<file path="config.mk">
export PLATFORM = sky130hd
export DESIGN_NAME = omni_seq
export DESIGN_NICKNAME = d
export VERILOG_FILES = /design/src/design/omni_pkg.sv /design/src/design/omni_seq.sv
export SDC_FILE = /design/constraint.sdc
export NUM_CORES = 1
export LEC_CHECK = 0
export BUFFER_PORTS_ARGS = -buffer_cell sky130_fd_sc_hd__buf_4
export CORE_MARGIN = 3
export CORE_UTILIZATION = 35
export CTS_CLUSTER_SIZE = 10
export DETAILED_ROUTE_END_ITERATION = 8
export HOLD_SLACK_MARGIN = 0.03
export PLACE_DENSITY_LB_ADDON = 0.3
export SYNTH_ARGS = -nofsm -noshare
export SYNTH_HDL_FRONTEND = slang
export SYNTH_SLANG_ARGS = --single-unit
</file>
<file path="constraint.sdc">
create_clock -name clk -period 3.9 [get_ports clk]
set_input_delay 0.39 -clock clk [delete_from_list [all_inputs] [get_ports clk]]
set_output_delay 0.39 -clock clk [all_outputs]
set_load 0.01 [all_outputs]
</file>
<file path="src/design/omni_pkg.sv">
`timescale 1ns / 1ps
// Shared types, constants and microcode program for the omni wheel move unit.
package omni_pkg;

  localparam int END_BITS = 34;
  localparam int PC_BITS  = 4;
  localparam int OP_BITS  = 4;
  localparam int CND_BITS = 3;
  localparam int Q_BITS   = 16;

  // 2 * sin 60 deg in Q1.15
  localparam logic [16:0] SIN60_X2 = 17'd56756;

  localparam logic [1:0] DIR_NONE = 2'd0;
  localparam logic [1:0] DIR_FWD  = 2'd1;
  localparam logic [1:0] DIR_BWD  = 2'd2;

  localparam logic [1:0] WHEEL_LAST = 2'd2;

  localparam logic REQ_START = 1'b0;
  localparam logic REQ_TICK  = 1'b1;

  localparam logic REG_DRIVE_SPEED = 1'b0;
  localparam logic REG_ROT_COEFF   = 1'b1;

  // datapath operations
  localparam logic [OP_BITS-1:0] OP_NOP   = 4'd0;
  localparam logic [OP_BITS-1:0] OP_MUL   = 4'd1;
  localparam logic [OP_BITS-1:0] OP_SUM   = 4'd2;
  localparam logic [OP_BITS-1:0] OP_ROUND = 4'd3;
  localparam logic [OP_BITS-1:0] OP_MAG   = 4'd4;
  localparam logic [OP_BITS-1:0] OP_BIG   = 4'd5;
  localparam logic [OP_BITS-1:0] OP_MULN  = 4'd6;
  localparam logic [OP_BITS-1:0] OP_DINIT = 4'd7;
  localparam logic [OP_BITS-1:0] OP_DSTEP = 4'd8;
  localparam logic [OP_BITS-1:0] OP_STORE = 4'd9;
  localparam logic [OP_BITS-1:0] OP_FIN   = 4'd10;
  localparam logic [OP_BITS-1:0] OP_TICK  = 4'd11;

  // sequencing conditions
  localparam logic [CND_BITS-1:0] C_NEXT   = 3'd0;
  localparam logic [CND_BITS-1:0] C_ALWAYS = 3'd1;
  localparam logic [CND_BITS-1:0] C_DIV    = 3'd2;
  localparam logic [CND_BITS-1:0] C_WHEEL  = 3'd3;
  localparam logic [CND_BITS-1:0] C_FIN    = 3'd4;

  // program addresses
  localparam logic [PC_BITS-1:0] PC_START = 4'd0;
  localparam logic [PC_BITS-1:0] PC_MULN  = 4'd5;
  localparam logic [PC_BITS-1:0] PC_DSTEP = 4'd7;
  localparam logic [PC_BITS-1:0] PC_FIN   = 4'd9;
  localparam logic [PC_BITS-1:0] PC_TICK  = 4'd10;

  typedef struct packed {
    logic [OP_BITS-1:0]  op;
    logic [CND_BITS-1:0] cond;
    logic [PC_BITS-1:0]  target;
  } omni_uword_t;

  typedef struct packed {
    logic [OP_BITS-1:0] op;
    logic [1:0]         wheel;
    logic [3:0]         bit_idx;
  } omni_ctrl_t;

  function automatic omni_uword_t omni_rom(input logic [PC_BITS-1:0] pc);
    omni_uword_t w;
    case (pc)
      4'd0:    w = '{op: OP_MUL,   cond: C_NEXT,   target: PC_START};
      4'd1:    w = '{op: OP_SUM,   cond: C_NEXT,   target: PC_START};
      4'd2:    w = '{op: OP_ROUND, cond: C_NEXT,   target: PC_START};
      4'd3:    w = '{op: OP_MAG,   cond: C_NEXT,   target: PC_START};
      4'd4:    w = '{op: OP_BIG,   cond: C_NEXT,   target: PC_START};
      4'd5:    w = '{op: OP_MULN,  cond: C_NEXT,   target: PC_START};
      4'd6:    w = '{op: OP_DINIT, cond: C_NEXT,   target: PC_START};
      4'd7:    w = '{op: OP_DSTEP, cond: C_DIV,    target: PC_DSTEP};
      4'd8:    w = '{op: OP_STORE, cond: C_WHEEL,  target: PC_MULN};
      4'd9:    w = '{op: OP_FIN,   cond: C_FIN,    target: PC_FIN};
      4'd10:   w = '{op: OP_TICK,  cond: C_ALWAYS, target: PC_FIN};
      default: w = '{op: OP_NOP,   cond: C_ALWAYS, target: PC_FIN};
    endcase
    return w;
  endfunction

endpackage

</file>
<file path="src/design/omni_seq.sv">
`timescale 1ns / 1ps
// Microcode sequencer: step counter, program ROM, wheel and divide-bit counters.
module omni_seq (
  input  logic                clk,
  input  logic                rst,
  input  logic                start,
  input  logic                start_tick,
  input  logic                out_busy,
  output logic                busy,
  output omni_pkg::omni_ctrl_t ctrl
);
  import omni_pkg::*;

  logic [PC_BITS-1:0] pc;
  logic [1:0]         wheel;
  logic [3:0]         cnt;
  omni_uword_t        uw;

  assign uw = omni_rom(pc);

  always_comb begin
    ctrl.op      = busy ? uw.op : OP_NOP;
    ctrl.wheel   = wheel;
    ctrl.bit_idx = cnt;
  end

  always_ff @(posedge clk) begin
    if (rst) begin
      busy  <= 1'b0;
      pc    <= PC_START;
      wheel <= '0;
      cnt   <= '0;
    end else if (!busy) begin
      if (start) begin
        busy  <= 1'b1;
        pc    <= start_tick ? PC_TICK : PC_START;
        wheel <= '0;
      end
    end else begin
      case (uw.op)
        OP_DINIT: cnt   <= '1;
        OP_DSTEP: cnt   <= cnt - 4'd1;
        OP_STORE: wheel <= wheel + 2'd1;
        default: ;
      endcase
      case (uw.cond)
        C_NEXT:   pc <= pc + 4'd1;
        C_ALWAYS: pc <= uw.target;
        C_DIV:    pc <= (cnt != '0) ? uw.target : pc + 4'd1;
        C_WHEEL:  pc <= (wheel != WHEEL_LAST) ? uw.target : pc + 4'd1;
        C_FIN: begin
          if (!out_busy) busy <= 1'b0;
        end
        default:  busy <= 1'b0;
      endcase
    end
  end

endmodule

</file>
### Word level (Yosys, flattened, before mapping)

Memory sizes are Yosys's and may differ from the RTL's. A register that Yosys moved wholly into a read port is not among the register bits.
Cells that the tools add are included.

| word-level totals | value |
|---|---|
| bits in registers | 11 |
| latch bits | 0 |
| memory bits (writable) | 0 |
| memory bits (read-only) | 176 |
| bits of input ports | 5 |
| output and inout bits | 11 |
| word-level logic and storage cells | 43 |
| memories | 1 |

Memory list:

| name | depth | bits a word | read ports | clocked after memory_dff | wr ports | RTL line | RTL |
|---|---|---|---|---|---|---|---|
| (name not given) | 16 | 11 | 1 | 1 | 0 | omni_pkg.sv:68 | `case (pc)` |

| cells by class | value |
|---|---|
| $add $sub $neg | 3 |
| $mul | 0 |
| div/mod/pow operators | 0 |
| $lt $le $gt $ge | 0 |
| equal/unequal tests | 10 |
| shifts and indexed selects | 0 |
| muxes and demuxes | 17 |
| bitwise operators | 0 |
| reductions and logical operators | 8 |

Operators by type and width:

| kind | count |
|---|---|
| 4-bit two-way mux | 8 |
| 4-bit case mux with 4 select lines | 1 |
| 4-bit == test (second input constant) | 2 |
| 4-bit case mux with 2 select lines | 1 |
| 3-bit by 2-bit == test with 1-bit output (second input constant) | 2 |
| 2-bit two-way mux | 3 |
| 2-bit AND reduction | 3 |
| 5-bit by 1-bit inequality test with 1-bit output (second input constant) | 1 |
| 4-bit by 1-bit adder with 4-bit output (second input constant) | 1 |
| 4-bit by 3-bit == test with 1-bit output (second input constant) | 1 |
| 2-bit nonzero test | 2 |
| 4-bit nonzero test | 1 |
| 4-bit OR reduction | 1 |
| 4-bit by 1-bit subtractor with 4-bit output (second input constant) | 1 |
| 3-bit by 1-bit == test with 1-bit output (second input constant) | 1 |
| 3-bit == test (second input constant) | 1 |
| 3-bit zero test | 1 |
| 1-bit two-way mux | 3 |
| 2-bit by 1-bit adder with 2-bit output (second input constant) | 1 |
| 2-bit by 1-bit inequality test with 1-bit output (second input constant) | 1 |
| 2-bit inequality test (second input constant) | 1 |
| 1-bit case mux with 2 select lines | 1 |

### Longest topological paths before layout

Gate-level depths: netlist of run 1.

| depth | value |
|---|---|
| word-level depth | 6 |
| gate-level depth with buffers | 11 |
| depth with buffers taken out | 11 |

### Worst setup path after synthesis of run 1

No wires, ideal clock.

| path | value |
|---|---|
| kind | register to register |
| from | register cnt[0] |
| to | register uw[5] (netlist name) |
| setup time | 117 ps |
| data arrival time | 2,340 ps |
| data required time | 3,783 ps |
| setup slack | 1,443 ps |
| cell stages (with the launch flop) | 11 |
| buffers on the path | 0 |
| clock period less this slack | 2,457 ps |
| cell sequence | dfxtp_1 -> inv_1 -> ha_1 -> or4b_4 -> a31o_4 -> mux2i_1 -> a32o_1 -> nand2b_1 -> ha_1 -> nor2b_1 -> a32o_1 |

| on the way | value |
|---|---|
| cells in the longest elaborated chain, start to end | 6 |

RTL lines:

| what | RTL line | RTL |
|---|---|---|
| from (decl) | omni_seq.sv:16 | `logic [3:0] cnt;` |
| from (signal assigned) | omni_seq.sv:42 | `OP_DSTEP: cnt <= cnt - 4'd1;` |
| 4-bit nonzero test | omni_seq.sv:49 | `C_DIV: pc <= (cnt != '0) ? uw.target : pc + 4'd1;` |
| 4-bit two-way mux | omni_seq.sv:49 |  |
| 4-bit case mux with 4 select lines | omni_seq.sv:46 | `case (uw.cond)` |
| 4-bit two-way mux | omni_seq.sv:33 | `end else if (!busy) begin` |
| 4-bit two-way mux (no line) (2 in a row) | - |  |

Every way passes these cells.
A chain may end at the register's enable or synchronous reset.

### Final worst setup path of run 1

| path | value |
|---|---|
| from | register cnt[0] |
| to | register uw[5] (netlist name) |

| on the way | value |
|---|---|
| cells in the longest elaborated chain, start to end | 6 |

RTL lines:

| what | RTL line |
|---|---|
| 4-bit nonzero test | omni_seq.sv:49 |
| 4-bit two-way mux | omni_seq.sv:49 |
| 4-bit case mux with 4 select lines | omni_seq.sv:46 |
| 4-bit two-way mux | omni_seq.sv:33 |
| 4-bit two-way mux (no line) (2 in a row) | - |

Every way passes these cells.

==> results by group, run 1 <==
Logic synthesis
  • Top post-synthesis cells by count: dfxtp_1, nor2_1, nand2_1, inv_1, ha_1
  • Syn. warnings: 0
  • Synth Instances: 133
  • Cell with the most instances after synthesis: dfxtp_1
  • Biggest area consumer among synthesized cells: dfxtp_1
  • Top cells by area, synth: dfxtp_1, ha_1, nor2_1
  • Post-synth ARST share: 0%
  • FF+latch count, synth: 21
  • Synth Cell Area: 1180 um^2
  • Top cell type's share of synthesized area: a little over a third
  • Synth unique cells: 39
  • Average cell area after synthesis: 8.88 um^2
  • Seq/Total Area, Yosys: a little over a third
  • Post-synth EDFFs: 0
  • Synth Flop Type: dfxtp_1
  • Mapped Nets: between 100 and 150

Placed design
  • Gpl congestion: around 0.82
  • Post-DP HPWL: about 1.9 mm
  • I/O Buffers: 15

GRT
  • All-layer global routing usage: 12.6%
  • Vias in the first global route: 963
  • Antenna violations before repair: 0
  • First-pass GRT wire length: 4.20 mm
  • Largest net degree at the start of global routing: 19
  • Congestion Overflow GR: 0

Cells and area
  • Footprint of the multi-input gates: 718 um^2
  • Layout Area Growth over Synthesis: 15.5%
  • N_diodes: 0
  • Share of cells above drive strength 1: 18.8%
  • Fillers: between 300 and 400
  • Fin nets: about 160
  • Reg area: ~420 um^2

STA
  • Fin crit share: approximately two thirds
  • Pins Over Slew Limit: 0
  • Highest clock rate: slightly below 400 MHz
  • Final setup vio count: 0
  • Final setup TNS: 0 ns
  • Minimum clock period: 2.56 ns
  • Hold_ws: about 0.35 ns
  • Clk_skew: 0.00198 ns
  • RSZ-0062 raised after global routing: no
  • Hold Fails Final Rpt: 0
  • Slew margin rel.: between 50% and 60%
  • Worst slew pin tran: ~0.66 ns

Power
  • Combinational power share: about a fifth
  • Sw Share: between 20% and 30%
  • Reg power frac: a little under three fifths
  • Static Leakage: 0.575 nW
  • Peak supply drop: between 90 and 100 uV
  • Total power: 0.000444 W
  • Power per cell area: approximately 330 nW/um^2
  • Int Power: about 0.00031 W
  • Net switching power figure: 0.000129 W
  • Clock Power Share: between 20% and 30%

Detailed routing
  • DR DRC count: 0
  • Drt first pass iters: 4
  • Routed vias/inst: around 5.1
  • Drt total wl: approximately 2.3 mm
  • Antenna Violating Nets Remaining: 0
  • Wire length per cell: 11.9 um
  • Routed met2 length: 1.13 mm
  • Met3 WL post-DR: around 110 um
  • DR vias: between 900 and 1000
  • Highest Signal Layer: met4
  • DRT iter0 DRCs: 68
  • Met1 Wirelength: between 1 and 1.5 mm

Critical path
  • CP arrival: between 2 and 3 ns
  • Critical path startpoint: cnt[0]
  • Reg-to-Reg Start: cnt[0]
  • Max FO, Critical Path: 6
  • Crit-path max cell delay: 0.48 ns
  • Worst EP required: about 4.1 ns
  • CP max-delay cell: or4b_4
  • Crit path kind: flop to flop
  • Setup crit start kind: flop
  • Crit path cell chain: inv_1 > ha_1 > or4b_4 > a31o_4 > mux2i_1 > a32o_1 > nand2b_1 > ha_1 > nor2b_1 > a32o_1
  • CP Capture Type: flop

Floorplanning
  • IO Pins: 16
  • Die ar.: just over 4000 um^2
  • Die X-Extent: 64.1 um
  • Total core area: ~3100 um^2
  • Die height: roughly 64 um
  • Rows: 20
  • Starting Density: approximately 38%

Clock tree
  • CTS sink count: 21
  • Worst-skew pair later-pin latency: roughly 0.29 ns
  • Setup bufs post-CTS: 0
  • H-tree depth: 1
  • CTS tree: yes
  • Cts bufs inserted: 3
  • Clk root buf: clkbuf_4
  • Post-CTS Hold Fix Bufs: 0
  • Clock Path Buffers: 2
  • Clock-pin slew on the worst setup and hold paths: roughly 0.12 ns
  • Resized cells post-CTS: 0

Hold path
  • HP Class: input port to flop
  • Hold Crit Start: rst

Run status
  • Status: complete, no violations

Flow run
  • Max-cap violations: 0
-- final cells by class --
class | instances | area share, %
inverter | 8 | 2.20
tap | 44 | 4.04
clock buffer | 3 | 1.65
timing repair buffer | 15 | 8.26
multi-input combinational | 101 | 52.7
sequential | 21 | 30.8
clock inverter | 1 | 0.367
-- state kept, by name, summed over array words and instances (netlist names) --
| name | cells |
|---|---|
| busy | 1 |
| uw | 10 |
| cnt | 4 |
| wheel | 2 |
| pc | 4 |
-- critical path, delay by kind of cell, from the launching register on --
kind,cells,cell delay (ns)
multiplexers,1,0.12
AO/OA/AOI/OAI,3,0.79
buffers and inverters,1,0.07
flip-flops,1,0.37
AND/OR/NAND/NOR,3,0.78
adder cells (fa/ha/maj),2,0.34
-- power groups by stage --
stage / Clock [W] / Combinational, W / Sequential, W
floorplan: 0 / 0.0000734 / 0.000246
global placement: 0 / 0.0000942 / 0.000251
detailed placement: 0 / 0.0000954 / 0.000252
CTS: 0.000107 / 0.0000956 / 0.000247
global route: 0.000115 / 0.000107 / 0.000251
finish: 0.000102 / 0.0000947 / 0.000247
-- final timing paths --
check | end | slack (ns) | cells after the start
setup reg to reg | uw[5] | 1.34 | 10
hold / removal | wheel[1] | 0.35 | 2
setup / recovery | uw[5] | 1.34 | 10
hold reg to reg | cnt[1] | 0.54 | 2
-- logic make-up (layout without fill, tap and decap cells) --
| group | after synthesis | in the layout | synth area share (%) |
|---|---|---|---|
| mux | 6 | 6 | 5.30 |
| simple gates | 59 | 59 | 29.3 |
| flops | 21 | 21 | 35.6 |
| fa+ha+maj | 7 | 7 | 7.41 |
| compound gates | 25 | 25 | 15.8 |
| buf+inv | 11 | 27 | 3.60 |
| xor+xnor | 4 | 4 | 2.97 |
-- layer usage --
layer / track usage (%) / vias to the layer above
li1: - / 497
met1: 15.6 / 457
met2: 22.5 / 26
met3: 1.93 / 2
met4: 3.96 / 0
met5: 0 / -
-- layout by cell type (no fill, tap or decap), types with 2 or more instances in the layout --
cell,Yosys,routed
buf_4,0,15
ha_1,7,7
dfxtp_1,21,21
inv_1,8,8
xor2_1,4,4
a32o_1,2,2
nand2b_1,6,6
o21a_1,3,3
mux2i_1,4,4
nor2b_1,5,5
clkbuf_4,0,3
and3_1,2,2
nor3_1,2,2
nor3b_1,2,2
o21ai_0,6,6
nand3_1,3,3
a311oi_1,2,2
mux2_2,2,2
and2_1,5,5
nor2_1,13,13
a21oi_1,5,5
and4b_1,2,2
nand2_1,10,10
-- stage by stage --
step                      std cells  utilization (%)  setup WS, ns  cell area (um^2)
final                           193             43.6          1.34              1360
after global routing            193             43.6          1.17              1360
after CTS                       193             43.6          1.33              1360
after detailed placement        189             42.7          1.35              1340
after global placement          189             42.7          1.41              1340
after floorplan                 133                -          1.44              1180
No activity file was read; power rests on OpenSTA's default activity.
==> run 2: changes to the inputs <==
==> constraint.sdc (replaced) <==
create_clock -name clk -period 2.6 [get_ports clk]
set_input_delay 0.26 -clock clk [delete_from_list [all_inputs] [get_ports clk]]
set_output_delay 0.26 -clock clk [all_outputs]
set_load 0.01 [all_outputs]
==> run 2 against run 1 <==
- global-route usage stayed put
- cell count grew 1.0%
- clock power up 54%
- utilization up 1.2 points
- first-iteration DRC count decreased by 4.4%
- register-to-register slack worse by 1.2 ns
- critical path depth did not move
- sequential share of layout area is 0.50 points lower
- routed wire length increased by 1.7%
- via count is 1.8% higher
- combinational power grew 61%
==> results by group, run 2 (synthesis results as in run 1) <==
Cells and area
  • Most frequent cells in the layout: dfxtp_1, buf_4, nor2_1, nand2_1, inv_1
  • Final non-filler cell area: between 1000 and 1500 um^2
  • Most common cell after layout, fill and taps aside: dfxtp_1
  • Fillers: 317
  • Fin nets: ~160
  • Share of cells above drive strength 1: around a quarter
  • N_diodes: 0
  • Non-Filler Instances: 195
  • Layout Area Growth over Synthesis: 18.8%
  • Largest register FFs: 10

Clock tree
  • Clock Path Buffers: 2
  • CTS sink count: 21
  • H-tree depth: 1
  • CTS tree: yes
  • Cts bufs inserted: 3
  • Clk root buf: clkbuf_4
  • Clock-pin slew on the worst setup and hold paths: roughly 0.12 ns
  • Worst-skew pair later-pin latency: roughly 0.30 ns

GRT
  • First-pass GRT wire length: between 4 and 5 mm
  • Vias in the first global route: between 900 and 1000
  • Congestion Overflow GR: 0
  • GR peak layer: met2
  • Met3 Usage GRT: roughly 1.9%
  • GR met1 Demand/Resource: about 16%
  • Largest net degree at the start of global routing: 19
  • Antenna violations before repair: 0
  • All-layer global routing usage: about an eighth
  • Met2 usage: 22.5%

Floorplanning
  • Starting Density: 37.8%
  • Die X-Extent: between 60 and 70 um
  • Die height: 64.1 um
  • Rows: 20
  • Die ar.: ~4100 um^2
  • IO Pins: 16
  • Total core area: 3130 um^2

Critical path
  • CP Capture Type: flop
  • Setup crit start kind: flop
  • Crit path kind: flop to flop
  • Max FO, Critical Path: 5
  • Reg-to-Reg Start: cnt[0]
  • CP max-delay cell: or4b_4
  • Crit-path max cell delay: 0.47 ns
  • Worst EP required: about 2.8 ns
  • Critical path startpoint: cnt[0]
  • CP dominant cell by count: ha_2
  • CP arrival: ~2.7 ns
  • Crit path cell chain: inv_2 > ha_2 > or4b_4 > a31o_4 > mux2i_1 > a32o_2 > nand2b_4 > ha_2 > nor2b_2 > a32o_1
  • Reg2Reg Depth: 10

Flow run
  • Max-cap violations: 0

Power
  • Net switching power figure: 0.000199 W
  • Reg power frac: between 50 and 60%
  • Clock Power Share: between 20% and 30%
  • Int Power: 0.000479 W
  • Sw Share: 29.4%
  • Static Leakage: 0.593 nW
  • Peak supply drop: 149 uV
  • Power per cell area: just under 500 nW/um^2
  • Combinational power share: between 20 and 25%

Detailed routing
  • Wire length per cell: about 12 um
  • DR vias: 1000
  • Drt total wl: ~2.3 mm
  • DRT iter0 DRCs: 65
  • Drt first pass iters: 4
  • DR DRC count: 0
  • Antenna Violating Nets Remaining: 0
  • Routed vias/inst: around 5.1

STA
  • Pins Over Slew Limit: 0
  • Hold Fails Final Rpt: 0
  • Highest clock rate: about 400 MHz
  • Final worst slack: between 0.1 and 0.15 ns
  • Fin crit share: roughly 95%
  • Worst slew pin tran: between 0.6 and 0.7 ns
  • RSZ-0062 raised after global routing: no
  • Minimum clock period: 2.48 ns
  • Slew margin rel.: 54.9%
  • Hold_ws: 0.208 ns
  • Clk_skew: ~0.00089 ns
  • Final setup vio count: 0
  • Final setup TNS: 0 ns

Placed design
  • Post-DP HPWL: 1.87 mm
  • Gpl congestion: 0.821
  • Placed cell area: 1340 um^2
  • I/O Buffers: 15
  • Dpl cells: 189
  • Pre-CTS setup slack: ~0.053 ns

Hold path
  • Hold Crit Start: rst
  • HP Class: input port to flop
  • Worst Hold Path Cells: 2

Run status
  • Status: complete, no violations
-- run 2: cell types whose count changed in the layout (fill, tap and decap cells not counted), sizes merged --
cell	previous run	this run
buf	15	17
-- run 2: final cells by class --
| class | instances | area (um^2) | share of cell area [%] |
|---|---|---|---|
| clock inverter | 1 | 5.00 | 0.357 |
| clock buffer | 3 | 22.5 | 1.61 |
| multi-input combinational | 101 | 737 | 52.5 |
| sequential | 21 | 425 | 30.3 |
| inverter | 8 | 30.0 | 2.14 |
| timing repair buffer | 17 | 128 | 9.10 |
| tap | 44 | 55.1 | 3.93 |
-- run 2: repair_timing --
item	in CTS	in global routing
setup buffers	0	2
hold buffers	0	0
gates resized for setup	0	10
setup endpoints to repair	0	3
-- run 2: path summary, 6_finish.rpt --
path,to,slack [ns]
max,uw[5],0.12
min,cnt[1],0.21
max reg2reg,uw[5],0.12
min reg2reg,cnt[0],0.50
-- run 2: per-stage QoR --
stage | power (W) | util, %
floorplan | 0.000479 | -
global placement | 0.000518 | 42.7
detailed placement | 0.000521 | 42.7
CTS | 0.000675 | 43.6
global route | 0.000720 | 44.8
finish | 0.000678 | 44.8
-- run 2: routing by layer --
metal | share of wire [%] | wire, um
met5 | 0 | 0
met2 | 50 | 1170
met1 | 44 | 1040
met4 | 0.34 | 8
met3 | 5.1 | 119
-- run 2: worst max-delay path: cells and delay by family (launching register included) --
kind                       cells  cell delay, ns
muxes                          1            0.12
and+or+nand+nor                3            0.77
buffers and inverters          1            0.04
DFF                            1            0.38
AOI/OAI and AO/OA              3            0.76
adders and majority gates      2            0.32
-- run 2: power by group through the flow --
stage | clock network (W) | logic, W | registers [W]
2_1_floorplan | 0 | 0.000110 | 0.000369
3_3_place_gp | 0 | 0.000141 | 0.000377
3_5_place_dp | 0 | 0.000143 | 0.000378
4_1_cts | 0.000161 | 0.000143 | 0.000371
5_1_grt | 0.000173 | 0.000172 | 0.000375
6_report | 0.000157 | 0.000152 | 0.000370
